===== src/design/ffar_pkg.sv =====
// ----------------------------------------------------------------------------
// ffar_pkg
// Types and constants shared by the first-fit address range allocator.
// ----------------------------------------------------------------------------
package ffar_pkg;

   localparam int BASE_W  = 20;
   localparam int COUNT_W = 21;
   localparam int ADDR_W  = 32;
   localparam int STAT_W  = 3;

   // request kinds
   localparam logic REQ_ALLOC = 1'b0;
   localparam logic REQ_FREE  = 1'b1;

   // status codes
   localparam logic [STAT_W-1:0] ST_OK       = 3'd0;
   localparam logic [STAT_W-1:0] ST_ZERO     = 3'd1;
   localparam logic [STAT_W-1:0] ST_NO_RANGE = 3'd2;
   localparam logic [STAT_W-1:0] ST_FULL     = 3'd3;
   localparam logic [STAT_W-1:0] ST_IGNORED  = 3'd4;

   // register indexes
   localparam logic CSR_WINDOW_BASE = 1'b0;
   localparam logic CSR_WINDOW_END  = 1'b1;

   localparam logic [BASE_W-1:0]  WINDOW_BASE_RESET = 20'd786432;
   localparam logic [COUNT_W-1:0] WINDOW_END_RESET  = 21'd851968;

   typedef struct packed {
      logic              req_type;
      logic [ADDR_W-1:0] size_bytes;
      logic [ADDR_W-1:0] free_addr;
   } req_data_type;

   typedef struct packed {
      logic [STAT_W-1:0] status;
      logic [ADDR_W-1:0] alloc_addr;
   } rsp_data_type;

   // one table entry as it moves along the chain
   typedef struct packed {
      logic [BASE_W-1:0]  base_page;
      logic [COUNT_W-1:0] page_count;
   } entry_type;

   // what the controller hands to the chain each cycle
   typedef struct packed {
      logic      shift;
      entry_type feed;
   } chain_ctrl_type;

endpackage


===== src/design/ffar_cell.sv =====
// ----------------------------------------------------------------------------
// ffar_cell
// One slot of the region table; loads its left neighbor's entry on a shift.
// ----------------------------------------------------------------------------
module ffar_cell (
   input  logic               clock,
   input  logic               shift,
   input  ffar_pkg::entry_type entry_in,
   output ffar_pkg::entry_type entry_out
);

   ffar_pkg::entry_type entry_ff;

   always_ff @(posedge clock) begin
      if (shift) begin
         entry_ff <= entry_in;
      end
   end

   assign entry_out = entry_ff;

endmodule


===== src/design/ffar_ctrl.sv =====
// ----------------------------------------------------------------------------
// ffar_ctrl
// Sequencer: scans the rotating table, inserts or removes one entry per pass.
// ----------------------------------------------------------------------------
module ffar_ctrl #(
   parameter int MAX_REGIONS = 64,
   parameter int PAGE_BYTES  = 4096
) (
   input  logic                      clock,
   input  logic                      reset,
   input  logic                      req_valid,
   output logic                      req_ready,
   input  ffar_pkg::req_data_type    req_data,
   output logic                      rsp_valid,
   input  logic                      rsp_ready,
   output ffar_pkg::rsp_data_type    rsp_data,
   input  logic                      csr_valid,
   input  logic                      csr_index,
   input  logic [ffar_pkg::COUNT_W-1:0] csr_data,
   input  ffar_pkg::entry_type       head,
   input  ffar_pkg::entry_type       next,
   output ffar_pkg::chain_ctrl_type  chain
);

   localparam int CNT_W   = $clog2(MAX_REGIONS + 1);
   localparam int IDX_W   = $clog2(MAX_REGIONS);
   localparam int PAGES_W = $clog2(((64'd1 << 32) - 1) / PAGE_BYTES + 2);
   localparam int SUM_W   = ((PAGES_W > 22) ? PAGES_W : 22) + 1;
   localparam logic [IDX_W-1:0] LAST_STEP = IDX_W'(MAX_REGIONS - 1);
   localparam logic [CNT_W-1:0] FULL      = CNT_W'(MAX_REGIONS);

   typedef enum logic [5:0] {
      IDLE   = 6'b000001,
      SCAN   = 6'b000010,
      CHECK  = 6'b000100,
      INSERT = 6'b001000,
      FREE   = 6'b010000,
      REPLY  = 6'b100000
   } state_type;

   state_type                      state_ff, state_in;
   logic [CNT_W-1:0]               count_ff, count_in;
   logic [IDX_W-1:0]               step_ff, step_in;
   logic [SUM_W-1:0]               cand_ff, cand_in;
   logic [PAGES_W-1:0]             pages_ff, pages_in;
   logic [PAGES_W-1:0]             addr_page_ff, addr_page_in;
   logic                           aligned_ff, aligned_in;
   logic                           done_ff, done_in;
   logic                           op_ff, op_in;
   logic [ffar_pkg::STAT_W-1:0]    status_ff, status_in;
   ffar_pkg::entry_type            hold_ff, hold_in;
   logic [ffar_pkg::BASE_W-1:0]    win_base_ff;
   logic [ffar_pkg::COUNT_W-1:0]   win_end_ff;
   logic                           rsp_valid_ff;
   ffar_pkg::rsp_data_type         rsp_data_ff;

   logic                           last_step;
   logic                           entry_valid;
   logic [SUM_W-1:0]               head_base;
   logic [SUM_W-1:0]               head_end;
   logic [SUM_W-1:0]               need_end;
   logic [SUM_W-1:0]               end_eff;
   logic [PAGES_W-1:0]             req_addr_page;
   logic                           free_outside;
   logic                           matched;
   logic                           reply_load;

   assign last_step    = (step_ff == LAST_STEP);
   assign entry_valid  = ({{(CNT_W - IDX_W){1'b0}}, step_ff} < count_ff);
   assign head_base    = SUM_W'(head.base_page);
   assign head_end     = head_base + SUM_W'(head.page_count);
   assign need_end     = cand_ff + SUM_W'(pages_ff);
   // window end is capped at the top of page space
   assign end_eff      = win_end_ff[ffar_pkg::COUNT_W-1] ? SUM_W'(1 << ffar_pkg::BASE_W)
                                                        : SUM_W'(win_end_ff);
   assign req_addr_page = PAGES_W'(req_data.free_addr / PAGE_BYTES);
   assign free_outside = (SUM_W'(req_addr_page) < SUM_W'(win_base_ff)) ||
                         (SUM_W'(req_addr_page) >= SUM_W'(win_end_ff));
   assign matched      = !done_ff && entry_valid && aligned_ff &&
                         (SUM_W'(addr_page_ff) == head_base);
   assign reply_load   = (state_ff == REPLY) && (!rsp_valid_ff || rsp_ready);

   always_comb begin
      state_in     = state_ff;
      count_in     = count_ff;
      step_in      = step_ff;
      cand_in      = cand_ff;
      pages_in     = pages_ff;
      addr_page_in = addr_page_ff;
      aligned_in   = aligned_ff;
      done_in      = done_ff;
      op_in        = op_ff;
      status_in    = status_ff;
      hold_in      = hold_ff;
      chain.shift  = 1'b0;
      chain.feed   = head;

      unique case (state_ff)
         IDLE: begin
            if (req_valid) begin
               op_in   = req_data.req_type;
               step_in = '0;
               done_in = 1'b0;
               if (req_data.req_type == ffar_pkg::REQ_ALLOC) begin
                  pages_in = PAGES_W'((33'(req_data.size_bytes) + 33'(PAGE_BYTES - 1))
                                      / PAGE_BYTES);
                  cand_in  = SUM_W'(win_base_ff);
                  if (req_data.size_bytes == '0) begin
                     status_in = ffar_pkg::ST_ZERO;
                     state_in  = REPLY;
                  end else begin
                     state_in = SCAN;
                  end
               end else begin
                  addr_page_in = req_addr_page;
                  aligned_in   = ((req_data.free_addr % PAGE_BYTES) == 0);
                  if (free_outside) begin
                     status_in = ffar_pkg::ST_IGNORED;
                     state_in  = REPLY;
                  end else begin
                     state_in = FREE;
                  end
               end
            end
         end
         SCAN: begin
            chain.shift = 1'b1;
            step_in     = step_ff + 1'b1;
            if (!done_ff) begin
               if (!entry_valid || (need_end <= head_base)) begin
                  done_in = 1'b1;
               end else if (head_end > cand_ff) begin
                  cand_in = head_end;
               end
            end
            if (last_step) begin
               state_in = CHECK;
            end
         end
         CHECK: begin
            step_in = '0;
            done_in = 1'b0;
            if (need_end > end_eff) begin
               status_in = ffar_pkg::ST_NO_RANGE;
               state_in  = REPLY;
            end else if (count_ff == FULL) begin
               status_in = ffar_pkg::ST_FULL;
               state_in  = REPLY;
            end else begin
               state_in = INSERT;
            end
         end
         INSERT: begin
            chain.shift = 1'b1;
            step_in     = step_ff + 1'b1;
            if (done_ff) begin
               chain.feed = hold_ff;
               hold_in    = head;
            end else if (!(entry_valid && (head_base < cand_ff))) begin
               chain.feed.base_page  = cand_ff[ffar_pkg::BASE_W-1:0];
               chain.feed.page_count = ffar_pkg::COUNT_W'(pages_ff);
               hold_in = head;
               done_in = 1'b1;
            end
            if (last_step) begin
               count_in  = count_ff + 1'b1;
               status_in = ffar_pkg::ST_OK;
               state_in  = REPLY;
            end
         end
         FREE: begin
            chain.shift = 1'b1;
            step_in     = step_ff + 1'b1;
            // from the matching slot on, every entry moves up by one
            if (done_ff || matched) begin
               chain.feed = next;
            end
            if (matched) begin
               done_in = 1'b1;
            end
            if (last_step) begin
               if (done_ff || matched) begin
                  count_in  = count_ff - 1'b1;
                  status_in = ffar_pkg::ST_OK;
               end else begin
                  status_in = ffar_pkg::ST_IGNORED;
               end
               state_in = REPLY;
            end
         end
         REPLY: begin
            if (reply_load) begin
               state_in = IDLE;
            end
         end
         default: begin
            state_in = IDLE;
         end
      endcase
   end

   always_ff @(posedge clock) begin
      if (reset) begin
         state_ff     <= IDLE;
         count_ff     <= '0;
         rsp_valid_ff <= 1'b0;
         win_base_ff  <= ffar_pkg::WINDOW_BASE_RESET;
         win_end_ff   <= ffar_pkg::WINDOW_END_RESET;
      end else begin
         state_ff <= state_in;
         count_ff <= count_in;
         if (reply_load) begin
            rsp_valid_ff <= 1'b1;
         end else if (rsp_ready) begin
            rsp_valid_ff <= 1'b0;
         end
         if (csr_valid) begin
            if (csr_index == ffar_pkg::CSR_WINDOW_BASE) begin
               win_base_ff <= csr_data[ffar_pkg::BASE_W-1:0];
            end else begin
               win_end_ff <= csr_data;
            end
         end
      end
   end

   always_ff @(posedge clock) begin
      step_ff      <= step_in;
      cand_ff      <= cand_in;
      pages_ff     <= pages_in;
      addr_page_ff <= addr_page_in;
      aligned_ff   <= aligned_in;
      done_ff      <= done_in;
      op_ff        <= op_in;
      status_ff    <= status_in;
      hold_ff      <= hold_in;
      if (reply_load) begin
         rsp_data_ff.status <= status_ff;
         if ((status_ff == ffar_pkg::ST_OK) && (op_ff == ffar_pkg::REQ_ALLOC)) begin
            rsp_data_ff.alloc_addr <= ffar_pkg::ADDR_W'(cand_ff * PAGE_BYTES);
         end else begin
            rsp_data_ff.alloc_addr <= '0;
         end
      end
   end

   assign req_ready = (state_ff == IDLE);
   assign rsp_valid = rsp_valid_ff;
   assign rsp_data  = rsp_data_ff;

endmodule


===== src/design/first_fit_address_range_allocator.sv =====
// ----------------------------------------------------------------------------
// first_fit_address_range_allocator
// First-fit allocator of page ranges inside a configurable virtual window.
// ----------------------------------------------------------------------------
// Requests arrive on req_ (allocate or free), one result per request leaves
// on rsp_ (status and allocated address). csr_ writes the window base and end
// registers and is always ready; write them only while no request is open.
// The region table is a ring of MAX_REGIONS cells that rotates once per pass
// past the sequencer. Allocate: a scan pass, a check step, an insert pass
// and a reply step; the check step goes straight to reply when no range
// fits or the table is full. Free: a free pass, then the reply step. Zero
// size and out-of-window frees go straight to the reply step.
// One request is worked on at a time; req_ready is high while idle.
// A finished result waits in the output register while the next request is
// taken; the sequencer holds in its reply step if that register is still
// full. Reset empties the table and loads the default window; no clearing
// pass is needed.
// ----------------------------------------------------------------------------
module first_fit_address_range_allocator #(
   parameter int MAX_REGIONS = 64,
   parameter int PAGE_BYTES  = 4096
) (
   input  logic                         clock,
   input  logic                         reset,
   input  logic                         req_valid,
   output logic                         req_ready,
   input  ffar_pkg::req_data_type       req_data,
   output logic                         rsp_valid,
   input  logic                         rsp_ready,
   output ffar_pkg::rsp_data_type       rsp_data,
   input  logic                         csr_valid,
   output logic                         csr_ready,
   input  logic                         csr_index,
   input  logic [ffar_pkg::COUNT_W-1:0] csr_data
);

   ffar_pkg::chain_ctrl_type chain;
   ffar_pkg::entry_type      cell_out [MAX_REGIONS];

   assign csr_ready = 1'b1;

   ffar_ctrl #(
      .MAX_REGIONS (MAX_REGIONS),
      .PAGE_BYTES  (PAGE_BYTES)
   ) u_ctrl (
      .clock     (clock),
      .reset     (reset),
      .req_valid (req_valid),
      .req_ready (req_ready),
      .req_data  (req_data),
      .rsp_valid (rsp_valid),
      .rsp_ready (rsp_ready),
      .rsp_data  (rsp_data),
      .csr_valid (csr_valid),
      .csr_index (csr_index),
      .csr_data  (csr_data),
      .head      (cell_out[MAX_REGIONS-1]),
      .next      (cell_out[MAX_REGIONS-2]),
      .chain     (chain)
   );

   // entry k of the table sits in the cell at MAX_REGIONS-1-k between passes
   for (genvar k = 0; k < MAX_REGIONS; k++) begin : g_cell
      if (k == 0) begin : g_first
         ffar_cell u_cell (
            .clock     (clock),
            .shift     (chain.shift),
            .entry_in  (chain.feed),
            .entry_out (cell_out[k])
         );
      end else begin : g_rest
         ffar_cell u_cell (
            .clock     (clock),
            .shift     (chain.shift),
            .entry_in  (cell_out[k-1]),
            .entry_out (cell_out[k])
         );
      end
   end

endmodule


===== config.mk =====
export PLATFORM = sky130hd
export DESIGN_NAME = first_fit_address_range_allocator
export DESIGN_NICKNAME = d
export VERILOG_FILES = /design/src/design/ffar_pkg.sv /design/src/design/ffar_cell.sv /design/src/design/ffar_ctrl.sv /design/src/design/first_fit_address_range_allocator.sv
export SDC_FILE = /design/constraint.sdc
export NUM_CORES = 2
export LEC_CHECK = 0
export BUFFER_PORTS_ARGS = -buffer_cell sky130_fd_sc_hd__buf_4
export CORE_UTILIZATION = 45
export CTS_CLUSTER_DIAMETER = 50
export DETAILED_ROUTE_END_ITERATION = 10
export GPL_TIMING_DRIVEN = 1
export MAX_ROUTING_LAYER = met4
export PLACE_DENSITY = 0.62
export SETUP_SLACK_MARGIN = 0.3
export SYNTH_ARGS = -nofsm -noshare
export SYNTH_HDL_FRONTEND = slang
export SYNTH_SLANG_ARGS = --single-unit

===== constraint.sdc =====
create_clock -name clock -period 62.5 [get_ports clock]
set_clock_uncertainty 0.2 [all_clocks]
set_input_delay 12.5 -clock clock [delete_from_list [all_inputs] [get_ports clock]]
set_output_delay 12.5 -clock clock [all_outputs]
set_load 0.05 [all_outputs]

Word-level counts from Yosys, hierarchy flattened
Index checks and enable logic that the tools add are counted.
{"block": "op_classes", "n_addsub": 6, "multipliers": 0, "div": 0, "magnitude_cmp": 7, "n_eq_ne": 25, "shifts": 0, "n_mux": 49, "bitwise_logic": 3, "n_reduce_logical": 36}
{"operator": "$mux 41", "n": 5}
{"operator": "$mux 23", "n": 5}
{"operator": "$pmux 41 s2", "n": 1}
{"operator": "$logic_not 32->1", "n": 2}
{"operator": "$mux 6", "n": 10}
{"operator": "$gt 23x23->1", "n": 2}
{"operator": "$pmux 23 s2", "n": 1}
{"operator": "$add 32x12->33 const B", "n": 1}
{"operator": "$pmux 6 s5", "n": 1}
{"operator": "$mux 3", "n": 9}
{"operator": "$add 23x21->23", "n": 1}
{"operator": "$le 23x20->1", "n": 1}
{"operator": "$lt 20x23->1", "n": 1}
{"operator": "$add 20x21->22", "n": 1}
{"operator": "$ge 20x21->1", "n": 1}
{"operator": "$mux 21", "n": 1}
{"operator": "$mux 7", "n": 3}
{"operator": "$eq 20x20->1", "n": 1}
{"operator": "$lt 20x20->1", "n": 1}
{"operator": "$ne 2x1->1 const B", "n": 9}
{"operator": "$pmux 6 s3", "n": 1}
{"operator": "$pmux 7 s2", "n": 1}
{"operator": "$eq 6x6->1 const B", "n": 2}
{"operator": "$pmux 3 s4", "n": 1}
{"operator": "other kinds (31)", "n": 64}
{"block": "totals", "register_bits": 2831, "latch_bits": 0, "mem_bits_rw": 0, "mem_bits_ro": 0, "in_bits": 92, "output_inout_bits": 38, "word_cells": 272, "n_memories": 0}

Logic depth before layout (Yosys ltp)
{"block": "logic_depth", "ltp_word": 8, "ltp_mapped": 18}

By module
Synthesis repeated with hierarchy kept, for this count alone.
{"block": "hier_totals", "hier_cells": 4061, "area_unflattened_um2": 92591.3}
{"module": "ffar_cell", "n_inst": 64, "cells_per_inst": 41, "area_each_um2": 1231.2, "seq_area_each_um2": 1231.2}
{"module": "ffar_ctrl", "n_inst": 1, "cells_per_inst": 1435, "area_each_um2": 13784.5, "seq_area_each_um2": 5275.1}
{"module": "first_fit_address_range_allocator", "n_inst": 1, "cells_per_inst": 2, "area_each_um2": 11.3, "seq_area_each_um2": 0.0}

Worst setup path before layout
Ideal clock, no wire load.
{"block": "synth_timing", "kind": "flip-flop to flip-flop", "startpoint": "register u_ctrl.state_ff[5]", "endpoint": "register g_cell[0].g_first.u_cell.entry_ff, in the netlist g_cell[0].g_first.u_cell.entry_out[0], enable pin", "setup_ns": 2.925, "arrival_ns": 51.945, "required_time_ns": 59.375, "slack_ns": 7.430, "stages_incl_launch_ff": 6, "path_buffers": 1, "period_less_slack_ns": 55.070, "cell_sequence": "dfxtp_1 -> or4_4 -> or3b_2 -> clkbuf_1 -> nor2b_1 -> inv_1"}
{"item": "from (decl)", "line_no": "ffar_ctrl.sv:41", "source": "state_type state_ff, state_in;"}
{"item": "from (signal assigned)", "line_no": "ffar_ctrl.sv:210", "source": "state_ff <= state_in;"}
{"item": "to (signal assigned)", "line_no": "ffar_cell.sv:16", "source": "entry_ff <= entry_in;"}
{"item": "to (decl)", "line_no": "ffar_cell.sv:12", "source": "ffar_pkg::entry_type entry_ff;"}

Worst setup path after layout
{"block": "layout_timing", "startpoint": "register u_ctrl.state_ff[1]", "endpoint": "output port req_ready"}
{"block": "layout_via", "elab_chain_len": 1}
{"item": "$eq 6x1->1", "line_no": "ffar_ctrl.sv:247", "source": "assign req_ready = (state_ff == IDLE);"}
{"item": "to (decl)", "line_no": "first_fit_address_range_allocator.sv:26", "source": "output logic req_ready,"}
No other way between the ends.

==> results.md <==
- The clock latency reported for the late side of the worst-skew pair is 0.91 ns.
- The setup check on the worst reg-to-reg path leaves a slack of 55.37 ns.
- The power density over the cells is 39.4 nW/um^2.
- Once detailed placement completed, the half-perimeter wirelength came to 88.7 mm.
- Buffers added to address setup during post-CTS repair amount to 0.
- The worst setup path is of the register to primary output kind.
- The number of remaining DRC errors is 0.
- In this run, distinct cell masters in the synthesized netlist total 89.
- In the finished design, the share of the clock period the worst path needs comes to 23.8%.
- The TritonCTS clock tree is yes.
- The core box area is 205000 um^2.
- The final non-filler cell area is 106000 um^2.
- The leading register cell type out of synthesis is edfxtp_1.
- The cell sitting at the root of the clock tree is a clkbuf_16.
- Counting the buffers created by CTS gives 300.
- The total of hold buffers inserted after clock tree synthesis is 0.
- Setup repair after global routing left no endpoint under its margin.
- In this run the critical register-to-register path is launched from u_ctrl.state_ff[5]$_SDFFE_PP0P_.
- Traced cell by cell, the critical path runs through nor4_1, and3b_1, buf_4.
- The layout-stage area growth over the synthesis result is 14.4%.
- The worst setup path is captured at a primary output.
- The number of synthesized flops with an enable pin is 2763.
- The combined area of all synthesized cells is 93100 um^2.
- In the layout the commonest cells are edfxtp_1 (2763), clkbuf_16 (304), ha_1 (173), buf_4 (147), nand2_1 (143).
- The sequential-to-total area share from yosys stat is 90.3%.
- The final-report hold violation count was 0.
- The iteration count of the initial detailed-routing pass is 6.
- Dividing the detail-routed wire length by the instance count gives 20.5 um.
- The beginning of the worst hold path is g_cell[4].g_rest.u_cell.entry_out[3]$_DFFE_PP_.
- The sort of element at the start of the critical path is a register.
- Timing analysis after detailed placement gives a worst setup slack of 47.22 ns.
- Counting along the longest clock path gives a buffer depth of 4.
- The quantity of I/O buffers inserted on ports is 116.
- The transition time at the pin with the least slew margin is 1.24 ns.
- The relative slew slack is 17.6%.
- The Yosys warning count is 0.
- The via density per instance is 5.08.
- The worst-case IR drop observed on VDD is 23.4 uV.
- The worst hold path terminates at g_cell[5].g_rest.u_cell.entry_out[3]$_DFFE_PP_.
- The path class of the tightest hold or removal check is register to register.
- The synthesized design contains 2818 register bits.
- The finished layout holds 7409 standard cells, fillers aside.
- Timing would allow up to 67.2 MHz.
- Wires add up to 152 mm.
- Cells with a size suffix above 1 make up 12.7% of the layout.
- The mean area per synthesized cell is 22.7 um^2.
- Max-cap violations in this run came to 0.
- The final max-slew violation count is 0.
- Across every metal layer, demand over resource in global routing totals 15.1%.
- Counting cells, the worst reg-to-reg path comes to 9.
- The worst path needs 14.87 ns of the cycle, external delays included.
- The critical path depth in cells is 3.
- Of all nets on the critical path, the largest fanout is 4.
- The number of nets in the layout is 4775.
- Setup slack closes at 47.63 ns.
- Setup violations remaining at the end of the flow were counted as 0.
- After filler insertion, the fill cell instance count of the layout stands at 15.6k.
- Entering global routing, the biggest net connects 218 pins.
- The floorplan die width is 457 um.
- The detail route stage leaves a number of antenna-violating nets equal to 0.
- The number of vias in the routed layout is 37.6k.
- In this run, placement finished with an instance count of 6893.
- The area enclosed by the die boundary is 209000 um^2.
- The cell class contributing the biggest share of worst-path delay is simple AND/OR/NAND/NOR gates.
- Leaving out fill and tap cells, the most frequent cell in the layout is edfxtp_1.
- The number of stages on the worst hold path is 0.
- The sum of buffers and inverters on the critical path is 1.
- The starting utilization of the core area is 45.4%.
- Global routing finished with a remaining overflow of 0.
- The leakage power figure is 31.7 nW.
- The reg-to-reg critical path endpoint is g_cell[46].g_rest.u_cell.entry_out[6]$_DFFE_PP_.
- After synthesis, the share of flip-flops with an asynchronous set or reset is 0%.
- The number of cells produced by synthesis is 4104.
- The placer congestion estimate is 0.876.
- The number of antenna violations at the first check in global routing was 7.
- The number of global-route vias before repair is 36.3k.
- The number of sinks driven by the clock tree is 2818.
- Measured on the finished design, the core utilization comes to 51.9%.
- The arrival time at the worst endpoint is 2.17 ns.
- After the first detailed-routing iteration, the DRC count stood at 3516.
- The clock-pin transition on the worst setup and hold timing paths is 0.06 ns.
- The H-tree generated during clock tree synthesis spans 5 levels.
- Post-CTS repair changed the size of 0 cells.
- After detailed placement, the total cell area comes to 97400 um^2.
- The die extent in y is 457 um.
- The maximum cell stage delay along the critical path is 0.35 ns.
- The global-route wire length before repair is 229 mm.
- The run finished with clean final reports.
- The data required time at the worst endpoint is 49.80 ns.
- The floorplan has 166 rows.
- Summed over all failing endpoints, the final setup total negative slack is 0 ns.
- The slowest cell on the critical path is dfxtp_1.
- The boundary pin count is 130.
-- power breakdown --
group | internal (W) | total (W) | switching [W]
logic | 0.0000689 | 0.000262 | 0.000193
clock network | 0.000955 | 0.00165 | 0.000692
registers | 0.00224 | 0.00229 | 0.0000478
total | 0.00327 | 0.00420 | 0.000933
-- logic make-up (layout without fill, tap and decap cells) --
family	Yosys count	in the layout	share of synthesized area, %
XOR/XNOR	78	78	0.734
buffers and inverters	190	795	0.898
AO/OA/AOI/OAI	417	417	3.18
multiplexers	18	18	0.215
adder cells (fa/ha/maj)	176	176	2.39
AND/OR/NAND/NOR	405	405	2.24
flip-flops	2818	2818	90.3
other	2	14	0.00807
-- metal layers --
layer	GRT usage, %	routed length (um)	share of wire, %	vias up
li1	-	-	-	17100
met1	22.8	74000	49	19300
met2	20.1	65400	43	901
met3	3.20	8300	5.5	303
met4	5.38	4260	2.8	0
met5	-	0	0	-
-- through the flow --
step | hold WS (ns) | total power [W]
2_1_floorplan | 0.200 | 0.00300
3_3_place_gp | 0.200 | 0.00259
3_5_place_dp | 0.205 | 0.00259
4_1_cts | 0.168 | 0.00425
5_1_grt | 0.173 | 0.00435
6_report | 0.169 | 0.00420
-- cell usage after synthesis, types with 18 or more instances --
master / count / area (um^2)
ha_1: 173 / 2160
a22o_1: 39 / 342
xor2_1: 18 / 158
o21ai_0: 42 / 210
and2_1: 28 / 175
a21o_1: 26 / 195
clkbuf_1: 22 / 82.6
nand2_1: 143 / 537
a221o_1: 38 / 380
inv_1: 126 / 473
xnor2_1: 60 / 526
a21oi_1: 123 / 616
edfxtp_1: 2763 / 83000
dfxtp_1: 55 / 1100
nor2b_1: 18 / 113
nand3_1: 26 / 130
buf_4: 18 / 135
o31ai_1: 20 / 150
nor2_1: 50 / 188
nor4_1: 20 / 125
nand4_1: 41 / 257
-- state kept, by name, indices dropped and copies added (netlist names), 7 cells and up --
register and count:
g_cell.g_rest.u_cell.entry_out 2583, g_cell.g_first.u_cell.entry_out 41, u_ctrl.hold_ff 41, u_ctrl.rsp_data 23
u_ctrl.cand_ff 22, u_ctrl.pages_ff 21, u_ctrl.win_end_ff 21, u_ctrl.addr_page_ff 20
u_ctrl.win_base_ff 20, u_ctrl.count_ff 7
-- cell type report --
class,instances,area (um^2),area share (%)
multi-input combinational,1107,8240,7.74
tap,2688,3360,3.16
sequential,2818,84100,79.0
antenna,1,2.50,0.00235
inverter,127,484,0.455
clock buffer,356,7810,7.34
clock inverter,159,1250,1.18
timing repair buffer,153,1220,1.15
-- worst max-delay path by stage --
stage	from	end	slack, ns
6_report	u_ctrl.state_ff[1]$_SDFFE_PP0P_	req_ready	47.63
5_1_grt	u_ctrl.state_ff[1]$_SDFFE_PP0P_	req_ready	47.49
4_1_cts	u_ctrl.state_ff[1]$_SDFFE_PP0P_	req_ready	47.54
3_5_place_dp	req_data[14]	u_ctrl.status_ff[2]$_DFFE_PP_	47.22
3_3_place_gp	req_data[31]	u_ctrl.status_ff[0]$_DFFE_PP_	47.26
2_1_floorplan	u_ctrl.state_ff[5]$_SDFFE_PP0P_	g_cell[0].g_first.u_cell.entry_out[0]$_DFFE_PP_	7.43
Note: power is estimated with default switching activity, not from simulation.
